### src/design/scv_pkg.sv
// Shared types and constants for the state-of-charge curve check.
package scv_pkg;

  localparam int ROM_DEPTH      = 16;
  localparam int ADDR_W         = $clog2(ROM_DEPTH);
  localparam int NUM_POINTS_DEF = 8;

  localparam int VOLT_W   = 13;
  localparam int CHARGE_W = 17;
  localparam int PCT_W    = 7;
  localparam int TOL_W    = 8;
  localparam int VERR_W   = 8;

  // The slope divider takes the charge difference of a segment as its dividend.
  localparam int DIV_W     = CHARGE_W;
  localparam int DIV_CNT_W = $clog2(DIV_W + 1);

  // Division by 1000 is a multiply by the rounded-up reciprocal 2^35 / 1000 followed by a
  // shift. It is exact for every dividend below 2^25, which covers slope times voltage error.
  localparam int TPROD_W     = CHARGE_W + VERR_W;
  localparam int RECIP_W     = 26;
  localparam int RECIP_SHIFT = 35;
  localparam logic [RECIP_W-1:0] RECIP_1000 = 26'd34359739;
  localparam int SCALE_W     = TPROD_W + RECIP_W;
  localparam int QUOT_W      = SCALE_W - RECIP_SHIFT;

  localparam logic [TOL_W-1:0]    TOL_MAX      = 8'd255;
  localparam logic [VERR_W-1:0]   VERR_RESET   = 8'd53;
  localparam logic [PCT_W-1:0]    MIN_TOL_RESET = 7'd5;

  // Configuration register indexes.
  localparam int CFG_IDX_W = 1;
  localparam int CFG_DATA_W = 8;
  localparam logic [CFG_IDX_W-1:0] REG_VOLT_ERROR = 1'b0;
  localparam logic [CFG_IDX_W-1:0] REG_MIN_TOL    = 1'b1;

  // Curve points ordered by falling voltage; unused points read as zero.
  localparam logic [VOLT_W-1:0] CURVE_VOLT [ROM_DEPTH] = '{
    13'd4100, 13'd3893, 13'd3783, 13'd3721, 13'd3686, 13'd3575, 13'd3487, 13'd3300,
    13'd0, 13'd0, 13'd0, 13'd0, 13'd0, 13'd0, 13'd0, 13'd0
  };
  localparam logic [CHARGE_W-1:0] CURVE_CHARGE [ROM_DEPTH] = '{
    17'd100000, 17'd75000, 17'd57000, 17'd36000,
    17'd20000, 17'd4000, 17'd2000, 17'd0,
    17'd0, 17'd0, 17'd0, 17'd0, 17'd0, 17'd0, 17'd0, 17'd0
  };

  typedef struct packed {
    logic [VOLT_W-1:0] voltage_mv;
    logic [PCT_W-1:0]  capacity_pct;
  } in_word_t;

  typedef struct packed {
    logic              is_valid;
    logic [PCT_W-1:0]  expected_pct;
    logic [TOL_W-1:0]  tolerance_pct;
  } out_word_t;

endpackage

### src/design/soc_curve_interp_validate.sv
// Top level of the state-of-charge curve check: segment search, slope, estimate, tolerance.
// Each search step costs one curve ROM read; the search ends at a segment in 1 .. NUM_POINTS-1.
// A new word is taken only in idle, after the search, the 17-step slope divider and the rest
// of the sequence have run and the result has entered the output register.
// Reset (rst, synchronous, active high) clears control state, loads 53 mV and 5 percent.
module soc_curve_interp_validate #(
  parameter int NUM_POINTS = scv_pkg::NUM_POINTS_DEF
) (
  input  logic                          clk,
  input  logic                          rst,
  input  logic                          cfg_wen,
  input  logic [scv_pkg::CFG_IDX_W-1:0]  cfg_index,
  input  logic [scv_pkg::CFG_DATA_W-1:0] cfg_data,
  input  logic                          in_valid,
  output logic                          in_ready,
  input  scv_pkg::in_word_t             in_data,
  output logic                          out_valid,
  input  logic                          out_ready,
  output scv_pkg::out_word_t            out_data
);
  import scv_pkg::*;

  // Index of the last curve point in use.
  localparam logic [ADDR_W-1:0] LAST_IDX = ADDR_W'(NUM_POINTS - 1);
  localparam logic [DIV_CNT_W-1:0] SHORT_STEPS = DIV_CNT_W'(CHARGE_W);

  localparam logic [3:0] S_IDLE      = 4'd0;
  localparam logic [3:0] S_RD        = 4'd1;
  localparam logic [3:0] S_CMP       = 4'd2;
  localparam logic [3:0] S_RD_HI     = 4'd3;
  localparam logic [3:0] S_HI        = 4'd4;
  localparam logic [3:0] S_DIV_SLOPE = 4'd5;
  localparam logic [3:0] S_MUL       = 4'd6;
  localparam logic [3:0] S_CLAMP     = 4'd7;
  localparam logic [3:0] S_SCALE_EXP = 4'd8;
  localparam logic [3:0] S_SCALE_TOL = 4'd9;
  localparam logic [3:0] S_OUT       = 4'd10;

  logic [3:0] state;

  // Configuration registers.
  logic [VERR_W-1:0] volt_err;
  logic [PCT_W-1:0]  min_tol;

  // Latched input word.
  logic [VOLT_W-1:0] x;
  logic [PCT_W-1:0]  cap;

  // Curve ROM address and registered read data.
  logic [ADDR_W-1:0]   addr;
  logic [VOLT_W-1:0]   volt_q;
  logic [CHARGE_W-1:0] charge_q;

  // Segment end points and intermediate results.
  logic [VOLT_W-1:0]   vlo;
  logic [CHARGE_W-1:0] clo;
  logic [CHARGE_W-1:0] chi;
  logic                dx_zero;
  logic [CHARGE_W-1:0] slope;
  logic signed [31:0]  y_prod;
  logic [TPROD_W-1:0]  tprod;
  logic [CHARGE_W-1:0] est;
  logic [PCT_W-1:0]    expected;
  logic [QUOT_W-1:0]   scale_q;

  // Restoring divider for the slope.
  logic [VOLT_W-1:0]    div_rem;
  logic [DIV_W-1:0]     div_dq;
  logic [VOLT_W-1:0]    div_dvsr;
  logic [DIV_CNT_W-1:0] div_cnt;
  logic [VOLT_W:0]      rem_sh;
  logic [VOLT_W:0]      rem_sub;
  logic                 rem_ge;
  logic [VOLT_W-1:0]    rem_next;
  logic [DIV_W-1:0]     dq_next;
  logic                 div_last;

  // Combinational helpers.
  logic [VOLT_W-1:0]   dx;
  logic [CHARGE_W-1:0] dy;
  logic signed [32:0]  y_sum;
  logic signed [32:0]  chi_s;
  logic signed [32:0]  clo_s;
  logic signed [32:0]  y_clamp;
  logic [TPROD_W-1:0]  scale_in;
  logic [SCALE_W-1:0]  scale_prod;
  logic [TOL_W-1:0]    tol_sel;
  logic [TOL_W+1:0]    win_hi;
  logic [TOL_W+1:0]    cap_plus;
  logic                ok;
  logic                out_free;

  // One divider step per cycle: shift in the next dividend bit, subtract when it fits.
  always_comb begin
    rem_sh   = {div_rem, div_dq[DIV_W-1]};
    rem_sub  = rem_sh - {1'b0, div_dvsr};
    rem_ge   = rem_sh >= {1'b0, div_dvsr};
    rem_next = rem_ge ? rem_sub[VOLT_W-1:0] : rem_sh[VOLT_W-1:0];
    dq_next  = {div_dq[DIV_W-2:0], rem_ge};
    div_last = div_cnt == DIV_CNT_W'(1);
  end

  // The curve falls, so both differences of a segment are never negative.
  always_comb begin
    dx = volt_q - vlo;
    dy = charge_q - clo;
  end

  // Line estimate clo + (x - vlo) * slope, clamped to the segment's end charges.
  always_comb begin
    y_sum = 33'(y_prod) + $signed({16'd0, clo});
    chi_s = $signed({16'd0, chi});
    clo_s = $signed({16'd0, clo});
    if (chi > clo) begin
      if (y_sum > chi_s) y_clamp = chi_s;
      else if (y_sum < clo_s) y_clamp = clo_s;
      else y_clamp = y_sum;
    end else begin
      if (y_sum < chi_s) y_clamp = chi_s;
      else if (y_sum > clo_s) y_clamp = clo_s;
      else y_clamp = y_sum;
    end
  end

  // Both divisions by 1000 share one reciprocal multiply: the clamped estimate first,
  // then slope times voltage error. The quotient is the product's upper bits.
  always_comb begin
    scale_in   = (state == S_SCALE_EXP) ? TPROD_W'(est) : tprod;
    scale_prod = SCALE_W'(scale_in) * SCALE_W'(RECIP_1000);
  end

  // Tolerance is raised to the configured floor and saturates at the field's limit.
  // The window test expected - tol < cap < expected + tol is written without subtraction.
  always_comb begin
    if (scale_q < {{(QUOT_W-PCT_W){1'b0}}, min_tol}) tol_sel = {1'b0, min_tol};
    else if (scale_q > {{(QUOT_W-TOL_W){1'b0}}, TOL_MAX}) tol_sel = TOL_MAX;
    else tol_sel = scale_q[TOL_W-1:0];
    win_hi   = {3'd0, expected} + {2'd0, tol_sel};
    cap_plus = {3'd0, cap} + {2'd0, tol_sel};
    ok       = ({3'd0, cap} < win_hi) && (cap_plus > {3'd0, expected});
  end

  assign out_free = !out_valid || out_ready;
  assign in_ready = state == S_IDLE;

  // Configuration writes; an index beyond the list is ignored.
  always_ff @(posedge clk) begin
    if (rst) begin
      volt_err <= VERR_RESET;
      min_tol  <= MIN_TOL_RESET;
    end else if (cfg_wen) begin
      case (cfg_index)
        REG_VOLT_ERROR: volt_err <= cfg_data;
        REG_MIN_TOL:    min_tol  <= cfg_data[PCT_W-1:0];
        default: ;
      endcase
    end
  end

  // Curve ROMs with a registered read port.
  always_ff @(posedge clk) begin
    volt_q   <= CURVE_VOLT[addr];
    charge_q <= CURVE_CHARGE[addr];
  end

  // Sequencer: search, slope division, multiply, clamp, two scale steps, output.
  always_ff @(posedge clk) begin
    if (rst) begin
      state     <= S_IDLE;
      out_valid <= 1'b0;
    end else begin
      if (out_valid && out_ready && state != S_OUT) out_valid <= 1'b0;
      case (state)
        S_IDLE: begin
          if (in_valid) begin
            x     <= in_data.voltage_mv;
            cap   <= in_data.capacity_pct;
            addr  <= ADDR_W'(1);
            state <= S_RD;
          end
        end
        S_RD: begin
          state <= S_CMP;
        end
        S_CMP: begin
          // Advance while the voltage lies below this point, stopping at the last point.
          if (addr < LAST_IDX && x < volt_q) begin
            addr  <= addr + ADDR_W'(1);
            state <= S_RD;
          end else begin
            vlo   <= volt_q;
            clo   <= charge_q;
            addr  <= addr - ADDR_W'(1);
            state <= S_RD_HI;
          end
        end
        S_RD_HI: begin
          state <= S_HI;
        end
        S_HI: begin
          chi      <= charge_q;
          dx_zero  <= dx == '0;
          div_dq   <= dy;
          div_dvsr <= dx;
          div_rem  <= '0;
          div_cnt  <= SHORT_STEPS;
          state    <= S_DIV_SLOPE;
        end
        S_DIV_SLOPE: begin
          div_rem <= rem_next;
          div_dq  <= dq_next;
          div_cnt <= div_cnt - DIV_CNT_W'(1);
          if (div_last) begin
            // A flat segment has no defined slope and is taken as level.
            slope <= dx_zero ? '0 : dq_next[CHARGE_W-1:0];
            state <= S_MUL;
          end
        end
        S_MUL: begin
          y_prod <= 32'($signed({1'b0, x}) - $signed({1'b0, vlo}))
                    * 32'($signed({1'b0, slope}));
          tprod  <= TPROD_W'(slope) * TPROD_W'(volt_err);
          state  <= S_CLAMP;
        end
        S_CLAMP: begin
          est   <= y_clamp[CHARGE_W-1:0];
          state <= S_SCALE_EXP;
        end
        S_SCALE_EXP: begin
          scale_q <= scale_prod[SCALE_W-1:RECIP_SHIFT];
          state   <= S_SCALE_TOL;
        end
        S_SCALE_TOL: begin
          // The estimate never exceeds 100 percent, so its quotient fits the field.
          expected <= scale_q[PCT_W-1:0];
          scale_q  <= scale_prod[SCALE_W-1:RECIP_SHIFT];
          state    <= S_OUT;
        end
        S_OUT: begin
          // The output register holds the previous word until it has been taken.
          if (out_free) begin
            out_data.is_valid      <= ok;
            out_data.expected_pct  <= expected;
            out_data.tolerance_pct <= tol_sel;
            out_valid              <= 1'b1;
            state                  <= S_IDLE;
          end
        end
        default: begin
          state <= S_IDLE;
        end
      endcase
    end
  end

endmodule

### config.mk
export PLATFORM = sky130hd
export DESIGN_NAME = soc_curve_interp_validate
export DESIGN_NICKNAME = d
export VERILOG_FILES = /design/src/design/scv_pkg.sv /design/src/design/soc_curve_interp_validate.sv
export SDC_FILE = /design/constraint.sdc
export NUM_CORES = 2
export LEC_CHECK = 0
export BUFFER_PORTS_ARGS = -buffer_cell sky130_fd_sc_hd__buf_4
export CORE_MARGIN = 4
export CORE_UTILIZATION = 60
export CTS_CLUSTER_DIAMETER = 60
export DETAILED_ROUTE_END_ITERATION = 8
export GPL_ROUTABILITY_DRIVEN = 1
export GPL_TIMING_DRIVEN = 0
export MAX_ROUTING_LAYER = met4
export PLACE_DENSITY = 0.76
export SYNTH_ARGS = -nofsm -noshare
export SYNTH_HDL_FRONTEND = slang
export SYNTH_SLANG_ARGS = --single-unit
### constraint.sdc
create_clock -name clk -period 9.8 [get_ports clk]
set_input_delay 0.49 -clock clk [delete_from_list [all_inputs] [get_ports clk]]
set_output_delay 0.49 -clock clk [all_outputs]
set_load 0.02 [all_outputs]
## Yosys cells after proc, flatten, opt, wreduce, memory -nomap -nowiden

Memory sizes are Yosys's and may differ from the RTL's. A register that Yosys moved wholly into a read port is not among the register bits.
Index checks and enable logic that the tools add are counted.

- Bits in registers: 270
- ROM bits: 480
- Input port bits: 34
- Output and inout port bits: 18
- Word-level logic and storage cells: 117
- Memories: 2

- Add/sub/neg operators: 10
- Multipliers: 3
- $lt $le $gt $ge: 12
- Equality and inequality tests: 15
- Muxes and demuxes: 22
- Bitwise operators: 4
- Reductions and logical operators: 25

Memories:

| name | depth | bits a word | read ports | clocked after Yosys merged registers in | write ports | line | RTL |
|---|---|---|---|---|---|---|---|
| (name not given) | 16 | 17 | 1 | 1 | 0 | soc_curve_interp_validate.sv:163 | `charge_q <= CURVE_CHARGE[addr];` |
| (name not given) | 16 | 13 | 1 | 1 | 0 | soc_curve_interp_validate.sv:162 | `volt_q <= CURVE_VOLT[addr];` |

Operators by type and width:

| operator | number |
|---|---|
| $mux 17 | 5 |
| $gt 33x18->1 | 2 |
| $lt 33x18->1 | 2 |
| $mul 25x26->51 const B | 1 |
| $pmux 4 s11 | 1 |
| $pmux 17 s2 | 1 |
| $add 32x18->33 | 1 |
| $mul 14x18->32 | 1 |
| $pmux 13 s2 | 1 |
| $sub 13x13->13 | 2 |
| $mul 17x8->25 | 1 |
| $mux 25 | 1 |
| $add 7x8->9 | 2 |
| $reduce_and 3->1 | 6 |
| $gt 17x17->1 | 1 |
| $sub 17x17->17 | 1 |
| $eq 4x3->1 const B | 4 |
| $gt 16x8->1 const B | 1 |
| $lt 16x7->1 | 1 |
| $mux 4 | 4 |
| $mux 8 | 2 |
| $reduce_and 2->1 | 8 |
| $ge 14x13->1 | 1 |
| $sub 13x13->14 | 1 |
| 27 further kinds | 40 |

## Logic depth before layout (Yosys ltp)

- Word-level depth: 6
- Depth in mapped cells: 38
- Mapped depth without buffers: 37

## Worst setup path after synthesis

Ideal clock, no wire load.

- Kind: reg-to-reg
- Start point: reg vlo[0]
- End point: reg y_prod[30] (data pin)
- Setup time: 258 ps
- Arrival: 7851 ps
- Data required time: 9542 ps
- Setup slack: 1691 ps
- Stages on the path, launching flop included: 36
- Buffers on the path: 1
- Clock period less this slack: 8109 ps
- Path through: edfxtp_1 -> ha_1 -> fa_1 -> nor2b_1 -> o21ai_0 -> a21boi_0 -> o21ai_0 -> a21boi_0 -> o21ai_0 -> a21boi_0 -> o21ai_0 -> a21oi_1 -> xor2_1 -> clkbuf_1 -> nand2_1 -> fa_1 -> fa_1 -> inv_1 -> fa_1 -> fa_1 -> fa_1 -> inv_1 -> fa_1 -> inv_1 -> ha_1 -> a21oi_1 -> o21ai_0 -> a21oi_1 -> nand3_1 -> a31oi_1 -> a21o_1 -> o21ai_0 -> nor3_1 -> o21bai_1 -> a21oi_1 -> xnor2_1

- Word-level cells in the longest chain between the ends: 2

RTL lines:

| item | line | RTL |
|---|---|---|
| start, declared | soc_curve_interp_validate.sv:55 | `logic [VOLT_W-1:0] vlo;` |
| start signal, assigned | soc_curve_interp_validate.sv:191 | `vlo <= volt_q;` |
| $sub 13x13->14 | soc_curve_interp_validate.sv:220 | `y_prod <= 32'($signed({1'b0, x}) - $signed({1'b0, vlo}))` |
| $mul 14x18->32 | soc_curve_interp_validate.sv:221 | `* 32'($signed({1'b0, slope}));` |
| end signal, assigned | soc_curve_interp_validate.sv:220 |  |
| end, declared | soc_curve_interp_validate.sv:60 | `logic signed [31:0] y_prod;` |

Every way passes these cells.
A chain may end at the register's enable or synchronous reset.

## Worst setup path in the final report

- Start point: reg vlo[1]
- End point: reg y_prod[31] (data pin)

Same word-level chain as after synthesis.

==> flow_summary_export.csv <==
group,metric,value,unit
drt,remaining_drc_errors,0,
clock_network,clock_tree.htree_level_count,2,
sta,finalClockSkew,42.9,ps
global_routing,vias_in_the_first_global_route,27700,
hold_path,worstHoldPathType,"input port to flip-flop",
worst_setup_path,crit_slowest_cell,"fa_1",
worst_setup_path,timing.critical_path.to_type,"flip-flop",
sta,timing.final.crit_share,95.4,%
worst_setup_path,worst_ep_required_time,10090,ps
clock_network,cts-hold-fix-buffers,0,
drt,wirelength,90800,um
yosys,yosys_most_used_dff,"edfxtp_1",
global_routing,gr-usage-all-layers,29.0,%
worst_setup_path,regToRegSetupSlack,450,ps
finish,area.growth.synth_to_final,7.51,%
drt,drtIter0Drc,1562,
place,gp_congestion,0.974,
yosys,post_synth_instance_area,37200,sq um
place,place.detailed.instances,4603,
finish,post_route_cells_drive_above_1_share,4.97,%
yosys,count_of_flip_flops_with_a_built_in_enable_after_synthesis,240,
finish,nets,4942,
yosys,netlist-cell-type-count,83,
yosys,yosys_warnings,0,
drt,route.detailed.wl_per_inst,19.4,um
yosys,yosys.area_share.adder,45.0,%
power,power.static_leakage,19.5,nW
finish,most-common-layout-cells,"inv_1 (758), ha_1 (570), fa_1 (480)",
yosys,seq_area_frac_synth,21.8,%
sta,maxClockFrequency,107,MHz
yosys,synth.net_count,4843,
finish,finish.cell_count_without_fillers,4668,
die,placeableCoreArea,60800,sq um
die,dieHeight,257,um
die,design.portCount,52,
yosys,post_synth_xor_area_fraction,2.50,%
drt,routed_antenna_nets,0,
finish,mostFrequentLayoutCell,"inv_1",
clock_network,total_cts_buffers,34,
place,hpwlAfterDp,75900,um
clock_network,clock_insertion_delay_worst_skew,560,ps
place,buffer_ports.inserted,48,
power,vdd_ir_drop_max,0.000461,V
worst_setup_path,crit_type,"flip-flop to flip-flop",
yosys,syn-mean-instance-area,9.89,sq um
global_routing,grt_first_pass_wirelength,148000,um
clock_network,tritoncts,"built",
run,max_cap_viol_count,0,
drt,vias,26600,
yosys,main_combinational_cell_family_by_area_after_synthesis,"adder cells",
worst_setup_path,cp_max_fo,10,
die,floorplan.initialDensity,61.1,%
clock_network,clockRootBuffer,"clkbuf_16",
die,design.die.area,66000,sq um
drt,drt_pass1_iterations,6,
clock_network,clock_tree.buffer_depth,3,
yosys,synthCells,3759,
yosys,synth-compound-area-share,8.31,%
die,row_count,90,
worst_setup_path,start_kind,"flip-flop",
sta,drv_slew,0,
drt,number_of_vias_per_cell_after_detailed_routing,5.71,
global_routing,grt_max_degree,32,
sta,endpoints_failing_hold,0,
yosys,synth_simple_gate_area_share,12.9,%
yosys,synth_register_bits,284,
sta,timing.slew.headroom,9.79,%
global_routing,grt_overflow,0,
clock_network,clock-sinks,284,
die,die_w,257,um
sta,worst_hold_slack,114,ps
yosys,synthMuxAreaShare,0.758,%
outcome,run_status,"complete, no violations",
sta,finalSetupViolations,0,
sta,final_period_minus_worst_setup_slack,9350,ps
sta,worstMarginPinSlew,1340,ps
power,cellPowerDensity,185,nW/um^2
clock_network,clkSlewWorstSetupHoldPaths,60,ps
global_routing,number_of_antenna_violations_at_the_first_check_in_global_routing,2,
worst_setup_path,crit_top_cell,"fa_1",
yosys,synth_async_sr_flop_share,0,%
worst_setup_path,critical_path_arrival,9630,ps
worst_setup_path,critical_path.max_stage_delay,550,ps
[per-layer routing]
metal | vias up | global-route usage [%] | wire length (um)
met5 | - | - | 0
met4 | 0 | 12.0 | 4450
met3 | 239 | 4.26 | 5990
met2 | 932 | 47.4 | 43000
met1 | 13000 | 36.5 | 37400
li1 | 12400 | - | -
[synthesized netlist by cell type (all sizes together) (6+ instances only)]
library cell | n | area, sq um
buf | 15 | 78.8
nand2 | 330 | 1240
a21oi | 145 | 729
o31ai | 6 | 45.0
mux2i | 27 | 270
or2 | 19 | 119
and4b | 9 | 90.1
dfxtp | 44 | 881
and3 | 13 | 81.3
fa | 480 | 9610
a211oi | 12 | 103
a221o | 11 | 110
o21ai | 105 | 526
nand4 | 30 | 194
o21bai | 15 | 113
o41ai | 7 | 61.3
nand3 | 40 | 200
edfxtp | 240 | 7210
and4 | 7 | 61.3
a211o | 11 | 97.6
a21o | 56 | 420
o21a | 16 | 120
ha | 570 | 7130
nor2b | 89 | 557
a31oi | 10 | 62.6
xor2 | 30 | 263
and2 | 144 | 901
inv | 758 | 2850
nand2b | 36 | 225
nor3 | 38 | 190
o211ai | 9 | 77.6
nor4 | 11 | 75.1
or3 | 10 | 62.6
nor2 | 160 | 601
a21boi | 24 | 180
xnor2 | 76 | 666
nand3b | 7 | 52.6
clkbuf | 82 | 310
[final timing paths]
kind,startpoint,endpoint,depth (start not counted)
min,in_data[17],x[10],1
min reg2reg,volt_q[6],vlo[6],0
max,vlo[1],y_prod[31],34
max reg2reg,vlo[1],y_prod[31],34
[flip-flops by register name, indices dropped and copies added, names as in the netlist, 4 cells and up]
| signal | flops |
|---|---|
| expected | 7 |
| y_prod | 32 |
| tprod | 25 |
| scale_q | 16 |
| est | 17 |
| slope | 17 |
| min_tol | 7 |
| cap | 7 |
| div_dq | 17 |
| out_data | 16 |
| div_rem | 13 |
| vlo | 11 |
| div_cnt | 5 |
| div_dvsr | 13 |
| charge_q | 13 |
| x | 13 |
| volt_q | 11 |
| clo | 13 |
| chi | 13 |
| state | 4 |
| addr | 4 |
| volt_err | 8 |
[final cells by class]
cell class,instances,area (sq um)
fill,4812,20900
timing repair buffer,64,531
inverter,759,2850
tap,782,978
antenna,2,5.00
sequential,284,8090
multi-input combinational,2619,26000
clock inverter,22,191
buffer,96,398
clock buffer,40,926
[worst max-delay path: cells and delay by family (launching register included)]
| family | cells | cell delay [ps] |
|---|---|---|
| and+or+nand+nor | 4 | 640 |
| adders and majority gates | 8 | 3600 |
| DFF | 1 | 470 |
| buffers and inverters | 5 | 650 |
| xor gates and xnor gates | 2 | 360 |
| AOI/OAI and AO/OA | 15 | 3340 |
[report_power, final]
part	internal, W	switching, W	total [W]
Combinational	0.00192	0.00261	0.00454
Clock	0.000716	0.000532	0.00125
Sequential	0.00156	0.0000274	0.00159
[metrics by stage]
step | power [W] | setup WS (ps) | TNS [ps] | area (sq um) | utilization [%]
after floorplan | 0.00495 | 1690 | 0 | 37200 | -
after global placement | 0.00604 | -634 | -4810 | 38500 | 63.3
after detailed placement | 0.00610 | -698 | -5650 | 38700 | 63.6
after CTS | 0.00739 | 63.5 | 0 | 39900 | 65.5
after global routing | 0.00807 | -15.6 | -15.6 | 40000 | 65.7
final | 0.00737 | 454 | 0 | 40000 | 65.7
[cell families (layout without fill, tap and decap cells)]
kind of cell / Yosys count / after routing
simple gates: 960 / 960
flops: 284 / 284
compound gates: 475 / 475
mux: 28 / 28
buf+inv: 856 / 981
fa+ha+maj: 1050 / 1050
other cells: 0 / 2
xor+xnor: 106 / 106
[what timing repair did]
| item | in CTS | in global routing |
|---|---|---|
| setup buffers | 0 | 2 |
| setup endpoints to repair | 18 | 13 |
| gates resized for setup | 7 | 30 |
| pin swaps | 0 | 1 |
Power figures use the tool's default switching activity.
